`config.mk`:
```
export PLATFORM = sky130hd
export DESIGN_NAME = int_to_ascii_radix
export DESIGN_NICKNAME = d
export VERILOG_FILES = /design/src/rtl/i2a_pkg.sv /design/src/rtl/int_to_ascii_radix.sv /design/src/rtl/i2a_ctrl.sv /design/src/rtl/i2a_dpath.sv
export SDC_FILE = /design/constraint.sdc
export NUM_CORES = 1
export LEC_CHECK = 0
export BUFFER_PORTS_ARGS = -buffer_cell sky130_fd_sc_hd__buf_2
export CORE_MARGIN = 1.5
export CORE_UTILIZATION = 44
export CTS_CLUSTER_DIAMETER = 150
export CTS_CLUSTER_SIZE = 40
export DETAILED_ROUTE_END_ITERATION = 8
export GPL_TIMING_DRIVEN = 0
export MAX_ROUTING_LAYER = met4
export REMOVE_ABC_BUFFERS = 1
export SYNTH_ARGS = -nofsm -noshare
export SYNTH_HDL_FRONTEND = slang
export SYNTH_SLANG_ARGS = --single-unit
```
`constraint.sdc`:
```
create_clock -name aclk -period 3.9 [get_ports aclk]
set_input_delay 0 -clock aclk [delete_from_list [all_inputs] [get_ports aclk]]
set_output_delay 0 -clock aclk [all_outputs]
set_load 0.01 [all_outputs]
```
`src/rtl/i2a_pkg.sv`:
```
// Shared constants, types and helper functions for the binary to ASCII
// radix converter. Used by i2a_ctrl, i2a_dpath and int_to_ascii_radix.
`timescale 1ns / 1ps
`default_nettype none

package i2a_pkg;

    // Width of the converted number; bits of the input above it are ignored.
    localparam int VALUE_BITS   = 64;

    localparam int HEX_DIGITS   = (VALUE_BITS + 3) / 4;
    localparam int OCT_DIGITS   = (VALUE_BITS + 2) / 3;
    // 1233/4096 approximates log10(2)
    localparam int DEC_DIGITS   = (VALUE_BITS * 1233) / 4096 + 1;
    localparam int PAD_BITS     = HEX_DIGITS * 4;
    // Double dabble takes four source bits per cycle
    localparam int DABBLE_STEPS = HEX_DIGITS;
    localparam int MAX_DIGITS   = OCT_DIGITS;
    localparam int MAX_CHARS    = (OCT_DIGITS > DEC_DIGITS + 1) ? OCT_DIGITS
                                                                : DEC_DIGITS + 1;
    localparam int WIDE_BITS    = (MAX_DIGITS + 1) * 4;

    localparam int STEP_W       = (DABBLE_STEPS > 1) ? $clog2(DABBLE_STEPS) : 1;
    localparam int DIG_IDX_W    = $clog2(MAX_DIGITS);
    localparam int NDIG_W       = $clog2(MAX_DIGITS + 1);

    // Port widths
    localparam int S_TDATA_W    = 64;
    localparam int S_TUSER_W    = 2;
    localparam int CHAR_W       = 7;
    localparam int LEN_W        = 5;
    localparam int M_TDATA_W    = 16;
    localparam int M_PAD_W      = M_TDATA_W - CHAR_W - LEN_W;

    localparam logic [CHAR_W-1:0] CHAR_MINUS = 7'h2D;
    localparam logic [CHAR_W-1:0] CHAR_ZERO  = 7'h30;
    localparam logic [CHAR_W-1:0] CHAR_A     = 7'h61;

    typedef enum logic [1:0] {
        CMD_OCT  = 2'd0,
        CMD_UDEC = 2'd1,
        CMD_HEX  = 2'd2,
        CMD_SDEC = 2'd3
    } cmd_t;

    typedef enum logic [1:0] {
        ST_IDLE,
        ST_CONV,
        ST_COUNT,
        ST_EMIT
    } state_t;

    // Controller to datapath
    typedef struct packed {
        logic load;
        logic conv;
        logic count;
        logic emit;
    } dp_cmd_t;

    // Datapath to controller
    typedef struct packed {
        logic is_dec;
        logic conv_done;
        logic emit_last;
        logic out_free;
    } dp_sts_t;

    function automatic logic [CHAR_W-1:0] digit_char(input logic [3:0] d);
        logic [CHAR_W-1:0] c;
        if (d < 4'd10) begin
            c = CHAR_ZERO + {3'b000, d};
        end else begin
            c = CHAR_A + {3'b000, d} - 7'd10;
        end
        return c;
    endfunction

endpackage

`default_nettype wire

```
`src/rtl/int_to_ascii_radix.sv`:
```
// Top level of the binary to ASCII radix converter.
// Joins i2a_ctrl and i2a_dpath; uses i2a_pkg for widths and types.
//
// Usage:
//   Input channel s_*: one word per number. s_tdata carries the value,
//   s_tuser the format (0 octal, 1 unsigned decimal, 2 lower-case hex,
//   3 signed decimal). Only the low VALUE_BITS bits of the value are used.
//   Output channel m_*: one word per character, most significant digit
//   first, a leading '-' for negative signed values. Every word carries the
//   total string length; m_tlast marks the final character.
//   Timing: the input is accepted while idle; hex and octal then pass through
//   the conversion state unchanged, while decimal runs the double dabble
//   unit, which shifts four bits per cycle, until all source bits are in.
//   A count state then counts digits, and one character per cycle, while
//   the receiver accepts, leaves through the output register.
//   One number is worked on at a time; s_tready is high only while idle.
//   A stalled receiver holds the current character in the output register
//   and pauses emission. Reset clears the controller and the output valid.
`timescale 1ns / 1ps
`default_nettype none

module int_to_ascii_radix (
    input  wire logic                           aclk,
    input  wire logic                           aresetn,
    // s_tdata: [63:0] value
    input  wire logic [i2a_pkg::S_TDATA_W-1:0]  s_tdata,
    // s_tuser: [1:0] cmd
    input  wire logic [i2a_pkg::S_TUSER_W-1:0]  s_tuser,
    input  wire logic                           s_tvalid,
    output logic                                s_tready,
    // m_tdata: [6:0] ascii_char, [11:7] text_length, [15:12] zero
    output logic [i2a_pkg::M_TDATA_W-1:0]       m_tdata,
    output logic                                m_tlast,
    output logic                                m_tvalid,
    input  wire logic                           m_tready
);

    i2a_pkg::dp_cmd_t dp_cmd;
    i2a_pkg::dp_sts_t dp_sts;

    i2a_ctrl u_ctrl (
        .aclk     (aclk),
        .aresetn  (aresetn),
        .s_tvalid (s_tvalid),
        .s_tready (s_tready),
        .sts      (dp_sts),
        .cmd      (dp_cmd)
    );

    i2a_dpath u_dpath (
        .aclk     (aclk),
        .aresetn  (aresetn),
        .s_tdata  (s_tdata),
        .s_tuser  (s_tuser),
        .cmd      (dp_cmd),
        .sts      (dp_sts),
        .m_tvalid (m_tvalid),
        .m_tready (m_tready),
        .m_tdata  (m_tdata),
        .m_tlast  (m_tlast)
    );

endmodule

`default_nettype wire

```
`src/rtl/i2a_ctrl.sv`:
```
// Sequencing state machine of the radix converter: load, convert, count
// digits, emit characters. Depends on i2a_pkg; drives i2a_dpath.
`timescale 1ns / 1ps
`default_nettype none

module i2a_ctrl (
    input  wire logic            aclk,
    input  wire logic            aresetn,
    input  wire logic            s_tvalid,
    output logic                 s_tready,
    input  wire i2a_pkg::dp_sts_t sts,
    output i2a_pkg::dp_cmd_t     cmd
);

    i2a_pkg::state_t state_reg;
    i2a_pkg::state_t state_next;

    always_ff @(posedge aclk) begin
        if (!aresetn) begin
            state_reg <= i2a_pkg::ST_IDLE;
        end else begin
            state_reg <= state_next;
        end
    end

    always_comb begin
        state_next = state_reg;
        case (state_reg)
            i2a_pkg::ST_IDLE: begin
                if (s_tvalid) begin
                    state_next = i2a_pkg::ST_CONV;
                end
            end
            i2a_pkg::ST_CONV: begin
                if (!sts.is_dec || sts.conv_done) begin
                    state_next = i2a_pkg::ST_COUNT;
                end
            end
            i2a_pkg::ST_COUNT: begin
                state_next = i2a_pkg::ST_EMIT;
            end
            i2a_pkg::ST_EMIT: begin
                if (sts.out_free && sts.emit_last) begin
                    state_next = i2a_pkg::ST_IDLE;
                end
            end
            default: begin
                state_next = i2a_pkg::ST_IDLE;
            end
        endcase
    end

    always_comb begin
        cmd      = '0;
        s_tready = 1'b0;
        case (state_reg)
            i2a_pkg::ST_IDLE: begin
                s_tready = 1'b1;
                cmd.load = s_tvalid;
            end
            i2a_pkg::ST_CONV: begin
                cmd.conv = sts.is_dec;
            end
            i2a_pkg::ST_COUNT: begin
                cmd.count = 1'b1;
            end
            i2a_pkg::ST_EMIT: begin
                cmd.emit = sts.out_free;
            end
            default: begin
                cmd = '0;
            end
        endcase
    end

endmodule

`default_nettype wire

```
`src/rtl/i2a_dpath.sv`:
```
// Datapath of the radix converter: magnitude and BCD registers, double
// dabble step, digit count, character select and output register. Uses i2a_pkg.
`timescale 1ns / 1ps
`default_nettype none

module i2a_dpath (
    input  wire logic                           aclk,
    input  wire logic                           aresetn,
    input  wire logic [i2a_pkg::S_TDATA_W-1:0]  s_tdata,
    input  wire logic [i2a_pkg::S_TUSER_W-1:0]  s_tuser,
    input  wire i2a_pkg::dp_cmd_t               cmd,
    output i2a_pkg::dp_sts_t                    sts,
    output logic                                m_tvalid,
    input  wire logic                           m_tready,
    output logic [i2a_pkg::M_TDATA_W-1:0]       m_tdata,
    output logic                                m_tlast
);

    localparam int BCD_W = i2a_pkg::DEC_DIGITS * 4;

    i2a_pkg::cmd_t                       cmd_reg;
    logic                                neg_reg;
    logic [i2a_pkg::PAD_BITS-1:0]        mag_reg;
    logic [BCD_W-1:0]                    bcd_reg;
    logic [i2a_pkg::STEP_W-1:0]          step_reg;
    logic [i2a_pkg::NDIG_W-1:0]          ndig_reg;
    logic [i2a_pkg::DIG_IDX_W-1:0]       idx_reg;
    logic                                sign_pend_reg;
    logic                                out_valid_reg;
    logic [i2a_pkg::CHAR_W-1:0]          out_char_reg;
    logic [i2a_pkg::LEN_W-1:0]           out_len_reg;
    logic                                out_last_reg;

    logic [i2a_pkg::VALUE_BITS-1:0]      val_in;
    logic [i2a_pkg::VALUE_BITS-1:0]      mag_in;
    logic                                neg_in;
    logic [BCD_W-1:0]                    bcd_next;
    logic [3:0]                          in_bits;
    logic [i2a_pkg::WIDE_BITS-1:0]       src_wide;
    logic [i2a_pkg::WIDE_BITS-1:0]       bcd_wide;
    logic [3:0]                          dig [i2a_pkg::MAX_DIGITS];
    logic [i2a_pkg::NDIG_W-1:0]          ndig_next;
    logic [i2a_pkg::CHAR_W-1:0]          char_next;
    logic                                emit_last;
    logic                                bcd_ok;

    // Sign and magnitude of the incoming word
    always_comb begin
        val_in = s_tdata[i2a_pkg::VALUE_BITS-1:0];
        neg_in = (i2a_pkg::cmd_t'(s_tuser) == i2a_pkg::CMD_SDEC)
                 && val_in[i2a_pkg::VALUE_BITS-1];
        mag_in = neg_in ? (~val_in + 1'b1) : val_in;
    end

    // Four double dabble bit steps per cycle
    always_comb begin
        in_bits  = mag_reg[i2a_pkg::PAD_BITS-1 -: 4];
        bcd_next = bcd_reg;
        for (int b = 0; b < 4; b++) begin
            for (int d = 0; d < i2a_pkg::DEC_DIGITS; d++) begin
                if (bcd_next[4*d +: 4] >= 4'd5) begin
                    bcd_next[4*d +: 4] = bcd_next[4*d +: 4] + 4'd3;
                end
            end
            bcd_next = {bcd_next[BCD_W-2:0], in_bits[3-b]};
        end
    end

    // Digit view for the selected radix
    always_comb begin
        src_wide = i2a_pkg::WIDE_BITS'(mag_reg);
        bcd_wide = i2a_pkg::WIDE_BITS'(bcd_reg);
        for (int i = 0; i < i2a_pkg::MAX_DIGITS; i++) begin
            case (cmd_reg)
                i2a_pkg::CMD_OCT: dig[i] = {1'b0, src_wide[3*i +: 3]};
                i2a_pkg::CMD_HEX: dig[i] = src_wide[4*i +: 4];
                default:          dig[i] = bcd_wide[4*i +: 4];
            endcase
        end
    end

    // Significant digit count; zero still gives one digit
    always_comb begin
        ndig_next = i2a_pkg::NDIG_W'(1);
        for (int i = 1; i < i2a_pkg::MAX_DIGITS; i++) begin
            if (dig[i] != 4'd0) begin
                ndig_next = i2a_pkg::NDIG_W'(i + 1);
            end
        end
    end

    always_comb begin
        char_next = sign_pend_reg ? i2a_pkg::CHAR_MINUS
                                  : i2a_pkg::digit_char(dig[idx_reg]);
        emit_last = !sign_pend_reg && (idx_reg == '0);
    end

    always_comb begin
        bcd_ok = 1'b1;
        for (int d = 0; d < i2a_pkg::DEC_DIGITS; d++) begin
            if (bcd_reg[4*d +: 4] > 4'd9) begin
                bcd_ok = 1'b0;
            end
        end
    end

    // Payload registers
    always_ff @(posedge aclk) begin
        if (cmd.load) begin
            cmd_reg <= i2a_pkg::cmd_t'(s_tuser);
            neg_reg <= neg_in;
            mag_reg <= i2a_pkg::PAD_BITS'(mag_in);
            bcd_reg <= '0;
        end else if (cmd.conv) begin
            mag_reg <= mag_reg << 4;
            bcd_reg <= bcd_next;
        end
        if (cmd.count) begin
            ndig_reg      <= ndig_next;
            idx_reg       <= i2a_pkg::DIG_IDX_W'(ndig_next - i2a_pkg::NDIG_W'(1));
            sign_pend_reg <= neg_reg;
        end else if (cmd.emit) begin
            if (sign_pend_reg) begin
                sign_pend_reg <= 1'b0;
            end else if (idx_reg != '0) begin
                idx_reg <= idx_reg - 1'b1;
            end
        end
        if (cmd.emit) begin
            out_char_reg <= char_next;
            out_len_reg  <= i2a_pkg::LEN_W'(ndig_reg) + i2a_pkg::LEN_W'(neg_reg);
            out_last_reg <= emit_last;
        end
    end

    // Control registers
    always_ff @(posedge aclk) begin
        if (!aresetn) begin
            step_reg      <= '0;
            out_valid_reg <= 1'b0;
        end else begin
            if (cmd.load) begin
                step_reg <= '0;
            end else if (cmd.conv) begin
                step_reg <= step_reg + 1'b1;
            end
            if (cmd.emit) begin
                out_valid_reg <= 1'b1;
            end else if (m_tready) begin
                out_valid_reg <= 1'b0;
            end
        end
    end

    always_comb begin
        sts.is_dec    = (cmd_reg == i2a_pkg::CMD_UDEC) || (cmd_reg == i2a_pkg::CMD_SDEC);
        sts.conv_done = (step_reg == i2a_pkg::STEP_W'(i2a_pkg::DABBLE_STEPS - 1));
        sts.emit_last = emit_last;
        sts.out_free  = !out_valid_reg || m_tready;
    end

    assign m_tvalid = out_valid_reg;
    assign m_tdata  = {{i2a_pkg::M_PAD_W{1'b0}}, out_len_reg, out_char_reg};
    assign m_tlast  = out_last_reg;

    // Digit index stays inside the counted digits while emitting
    a_idx_in_range: assert property (@(posedge aclk) disable iff (!aresetn)
        cmd.emit && !sign_pend_reg |-> i2a_pkg::NDIG_W'(idx_reg) < ndig_reg)
        else $error("digit index beyond digit count");

    // Count always lands between one and the widest digit string
    a_ndig_range: assert property (@(posedge aclk) disable iff (!aresetn)
        cmd.count |=> (ndig_reg != '0)
                      && (ndig_reg <= i2a_pkg::NDIG_W'(i2a_pkg::MAX_DIGITS)))
        else $error("digit count out of range");

    // Finished conversion leaves valid BCD digits only
    a_bcd_ok: assert property (@(posedge aclk) disable iff (!aresetn)
        cmd.conv && sts.conv_done |=> bcd_ok)
        else $error("BCD digit above nine after conversion");

    // A word is only loaded into the output register when it is free
    a_emit_free: assert property (@(posedge aclk) disable iff (!aresetn)
        cmd.emit |-> (!out_valid_reg || m_tready))
        else $error("output word overwritten while stalled");

endmodule

`default_nettype wire
```
=== Word level (Yosys, flattened, before mapping) ===
Index checks and enable logic that the tools add are counted.

* RAM bits: 0
* Bits in latches: 0
* Memories: 0
* Memory bits (read-only): 0
* Output and inout bits: 19
* Logic and storage cells: 386
* Register bits after elaboration: 178
* Bits of input ports: 70

* Add/subtract/negate cells: 88
* Divide/modulo/power cells: 0
* Mux-type cells: 147
* $mul: 0
* Reduce and logical (&&, ||, !) cells: 41
* Equality and inequality tests: 12
* Bitwise operators: 3
* Shift-type cells: 0
* $lt $le $gt $ge: 82

{| class="wikitable"
|+ Operators with widths
! kind !! count
|-
| $mux W4 || 86
|-
| $ge A4 B3 Y1 const B || 80
|-
| $add A4 B2 Y4 const B || 76
|-
| $mux W64 || 3
|-
| $pmux W4 S2 || 20
|-
| $reduce_bool A4 Y1 || 21
|-
| $add A64 B1 Y64 const B || 1
|-
| $not A64 Y64 || 1
|-
| $mux W5 || 11
|-
| $mux W3 || 9
|-
| $bmux W4 S5 || 1
|-
| $add A3 B2 Y3 const B || 4
|-
| $eq A2 B2 Y1 const B || 5
|-
| $mux W1 || 10
|-
| $mux W2 || 5
|-
| $sub A5 B1 Y5 const B || 2
|-
| $pmux W2 S4 || 1
|-
| $reduce_bool A2 Y1 || 4
|-
| $add A6 B4 Y7 const A || 1
|-
| $add A6 B5 Y7 const A || 1
|-
| $mux W7 || 1
|-
| $sub A7 B4 Y7 const B || 1
|-
| $ge A6 B6 Y1 const B || 1
|-
| $not A5 Y6 || 1
|-
| other kinds (16) || 27
|}

=== Logic depth before layout (Yosys ltp) ===
* Depth in word-level cells: 26
* Gate-level depth with buffers: 23
* Depth with buffers taken out: 23

=== Hierarchy ===
From an unflattened synthesis, not the netlist that was laid out.

* Cell total of the unflattened synthesis: 2295
* Area, all modules: 19570.0 um^2

{| class="wikitable"
|+ Modules (own cells, without submodules)
! module !! area each (um^2) !! cells an instance !! sequential area each (um^2) !! times used
|-
| i2a_dpath || 19384.8 || 2274 || 4434.3 || 1
|-
| i2a_ctrl || 185.2 || 21 || 40.0 || 1
|}

=== Worst setup path after synthesis ===
No wires, ideal clock.

* Path kind: reg2reg
* From: register u_dpath.bcd_reg[65]
* To: register u_dpath.bcd_reg[66]
* Arrival: 4.171 ns
* Stages on the path, launching flop included: 21
* Setup time: 0.122 ns
* Data required time: 3.778 ns
* Setup slack: -0.393 ns
* Path through: dfxtp_1 > inv_1 > ha_1 > nand2b_1 > a21o_1 > xnor2_1 > ha_1 > nor2b_1 > o21ai_1 > xnor2_1 > inv_1 > ha_1 > nor2b_1 > or4_1 > o211ai_1 > xnor2_1 > ha_1 > nand2b_1 > a21oi_1 > nor2_1 > a221o_1

* Longest elaborated chain between the ends: 8
* Elaborated cells on any way between the ends: 12
* Classes of those cells: add/sub (4); order compare (4); mux (4)

{| class="wikitable"
|+ RTL lines
! element !! line !! RTL
|-
| start, declared || i2a_dpath.sv:24 || <nowiki>logic [BCD_W-1:0] bcd_reg;</nowiki>
|-
| start signal, assigned || i2a_dpath.sv:116 || <nowiki>bcd_reg <= bcd_next;</nowiki>
|-
| $add A4 B2 Y4 / $ge A4 B3 Y1 (equally long branches) || i2a_dpath.sv:62, i2a_dpath.sv:61 ||
|-
| $mux W4 * || i2a_dpath.sv:61 || <nowiki>if (bcd_next[4*d +: 4] >= 4'd5) begin</nowiki>
|-
| $add A4 B2 Y4 / $ge A4 B3 Y1 (equally long branches) || i2a_dpath.sv:62, i2a_dpath.sv:61 ||
|-
| $mux W4 * || i2a_dpath.sv:61 ||
|-
| $ge A4 B3 Y1 / $add A4 B2 Y4 (equally long branches) || i2a_dpath.sv:61, i2a_dpath.sv:62 ||
|-
| $mux W4 * || i2a_dpath.sv:61 ||
|-
| $add A4 B2 Y4 / $ge A4 B3 Y1 (equally long branches) || i2a_dpath.sv:62, i2a_dpath.sv:61 ||
|-
| $mux W4 * || i2a_dpath.sv:61 ||
|}

Mark *: on every way between the ends. The rest lies on a longest branch, timed or not.
A chain may end at the register's enable or synchronous reset.

=== Worst setup path after layout ===
* From: register u_dpath.bcd_reg[69]
* To: register u_dpath.bcd_reg[69]

* Longest elaborated chain between the ends: 8
* Elaborated cells on any way between the ends: 11
* Classes of those cells: add/sub (3); order compare (4); mux (4)

{| class="wikitable"
|+ RTL lines
! element !! line
|-
| $add A4 B2 Y4 / $ge A4 B3 Y1 (equally long branches) || i2a_dpath.sv:62, i2a_dpath.sv:61
|-
| $mux W4 * || i2a_dpath.sv:61
|-
| $add A4 B2 Y4 / $ge A4 B3 Y1 (equally long branches) || i2a_dpath.sv:62, i2a_dpath.sv:61
|-
| $mux W4 * || i2a_dpath.sv:61
|-
| $ge A4 B3 Y1 / $add A4 B2 Y4 (equally long branches) || i2a_dpath.sv:61, i2a_dpath.sv:62
|-
| $mux W4 * || i2a_dpath.sv:61
|-
| $ge A4 B3 Y1 * || i2a_dpath.sv:61
|-
| $mux W4 * || i2a_dpath.sv:61
|}

Marked as above.

==> flow_summary.toml <==
[timing]
worstMarginPinSlew_ns = 1.468
max_freq_mhz = 250.7
slew_viol_final = 0
finalClockSkew_ns = 0.01661
post-route-period-util_pct = 102.3
hold_violations = 0
setup_viol = 9
max_slew_margin_pct = 1.900
rsz0062_at_grt = "yes"
fin_ws_ns = -0.08825
final.min_clock_period_ns = 3.988

[yosys]
netlist_area_mm2 = 0.01926
netlist_instances = 2308
ys_async_sr_fraction_pct = 0
ys_types = 80
yosysWarnings = 0
synth_edf_count = 91
ys.flop_type = "edfxtp_1"
synthTopCellsByArea = "edfxtp_1, ha_1, dfxtp_1, mux2i_1, xnor2_1"
syn_area_per_cell_um2 = 8.344
synth_common_cells = "a21oi_1, ha_1, inv_1, mux2i_1, nand2_1"
synth_most_common_cell = "a21oi_1"
yosysTopAreaCellShare_pct = 14.19
yosys.area.top_type = "edfxtp_1"
ys_seq_area_share_pct = 23.23
synth-seq-cells = 178

[drt]
finalWirelength_um = 67370
drt-vias-per-instance = 5.838
drtPass1Iterations = 5
wl_per_cell_um = 19.91
route.detailed.drc = 0
drtIter0Drc = 1419
vias = 19750
postRouteAntennaNets = 0

[critical_path]
crit_path_end_kind = "register"
crit_type = "reg2reg"
arrival_ns = 4.34
slowest_stage = "or4_4"
path_max_fanout = 4
worstPathRequired_ns = 4.26
crit_path_cell_trace = "inv_4, ha_4, nand2b_4, a21o_1, xnor2_2, ha_2, nor2b_4, o21ai_4, xnor2_2, inv_1, ha_2, nor2b_4, or4_4, o211ai_1, xor2_1, inv_1, ha_2, nand2b_4, a21oi_4, xnor2_2, a21oi_1"
path_buf_inv = 3
critPathMaxStageDelay_ns = 0.40
crit_path_start_kind = "register"
crit_family = "simple AND/OR/NAND/NOR gates"

[floorplanning]
num_rows = 76
dieWidth_um = 212.2
core-area_mm2 = 0.04317
pin_count = 89
start_util_pct = 44.61
die_height_um = 212.2
die-area_mm2 = 0.04503

[place]
place.gp.congestion = 0.8886
io_buffer_count = 84
dp_slack_ns = -1.056
dp_hpwl_um = 40450

[grt]
overflow = 0
grt_pass1_wl_um = 97650
grt_max_degree = 84
grt_pass1_vias = 18430
antenna_found_initial = 0
grt_usage_pct = 28.23

[outcome]
violations = "max-capacitance violations, negative setup slack"
outcome = "complete, but fails checks"

[cells_and_area]
drive_gt1_share_pct = 46.50
n_antenna_cell = 0
multi_input_area_mm2 = 0.01743
final-seq-area_mm2 = 0.004633
nets = 3025
nFillCells = 3299
area_growth_pct = 47.56
largest_reg_flops = 80
final_util_pct = 65.82

[clock_tree]
ctsLongestPathBuffers = 2
cts_tree = "done"
clock_latency_ns = 0.48
cts_root_buf = "clkbuf_16"
clock_sinks = 178
cts_buffers = 17
cts_max_level = 4
clkTransAtPathRegs_ns = 0.07

[run]
maxCapViolations = 1

[min_path]
hp-class = "in2reg"
==> worst min-delay path: cells and delay by family <==
family,cells,cell delay (ns)
buffers and inverters,1,0.11
XOR/XNOR,1,0.09
AO/OA/AOI/OAI,1,0.17
==> layout make-up <==
class,count,share of cell area (%)
Inverter,198,2.818
Multi-Input combinational cell,1840,61.35
Sequential cell,178,16.30
Clock buffer,18,1.510
Clock inverter,14,0.4051
Timing Repair Buffer,550,15.04
Tap cell,585,2.576
==> kinds of logic after synthesis <==
family	synth area share [%]
AOI/OAI and AO/OA	20.97
adders and majority gates	11.05
muxes	15.60
DFF	23.23
and+or+nand+nor	16.32
other	0.03900
buffers and inverters	6.107
xor gates and xnor gates	6.686
==> stage by stage <==
stage,area (um2),std cells,setup TNS (ns),hold slack (ns)
finish,28420,3383,-0.4335,0.01824
global route,28420,3383,-7.145,0.02313
detailed placement,20220,2891,-92.68,0.2520
CTS,25200,3251,-0.08207,0.004970
floorplan,18840,2215,-268.83,0.09887
global placement,19990,2884,-1046.22,0.2380
==> metal layers <==
layer / part of all wire, % / GRT usage [%] / vias up
li1: - / - / 9335
met1: 42 / 36.02 / 9621
met2: 49 / 46.72 / 646
met3: 6.0 / 3.619 / 148
met4: 2.9 / 8.251 / 0
met5: 0 / - / -
==> placed cells by master, fill, tap and decap left out, types with 50 or more instances in the layout <==
cell             n
o21ai_0         99
nor2_1         107
dlygate4sd3_1   64
inv_2          101
xnor2_1         53
ha_4            75
mux2i_1        122
nand2_1        155
buf_4          383
edfxtp_1        91
a21oi_1        114
buf_2           84
inv_1           78
mux2_2          76
nand3_1         50
ha_2            69
o21ai_1         56
==> final timing paths <==
kind	start	end	slack, ns	cells after the start
setup / recovery	u_dpath.bcd_reg[69]	u_dpath.bcd_reg[69]	-0.09	21
hold / removal	s_tdata[14]	u_dpath.mag_reg[14]	0.02	3
setup reg to reg	u_dpath.bcd_reg[69]	u_dpath.bcd_reg[69]	-0.09	21
hold reg to reg	u_dpath.step_reg[1]	u_dpath.step_reg[1]	0.48	2
==> what timing repair did <==
item	4_1_cts	5_1_grt
hold buffers	64	0
setup endpoints to repair	144	101
setup buffers	263	133
pin swaps	200	243
resized for setup	473	465
endpoints found under the hold margin	68	0
gates cloned	1	0
Power is not shown: default switching activity piles up to over one toggle a cycle in this logic, so the estimate is an artifact.
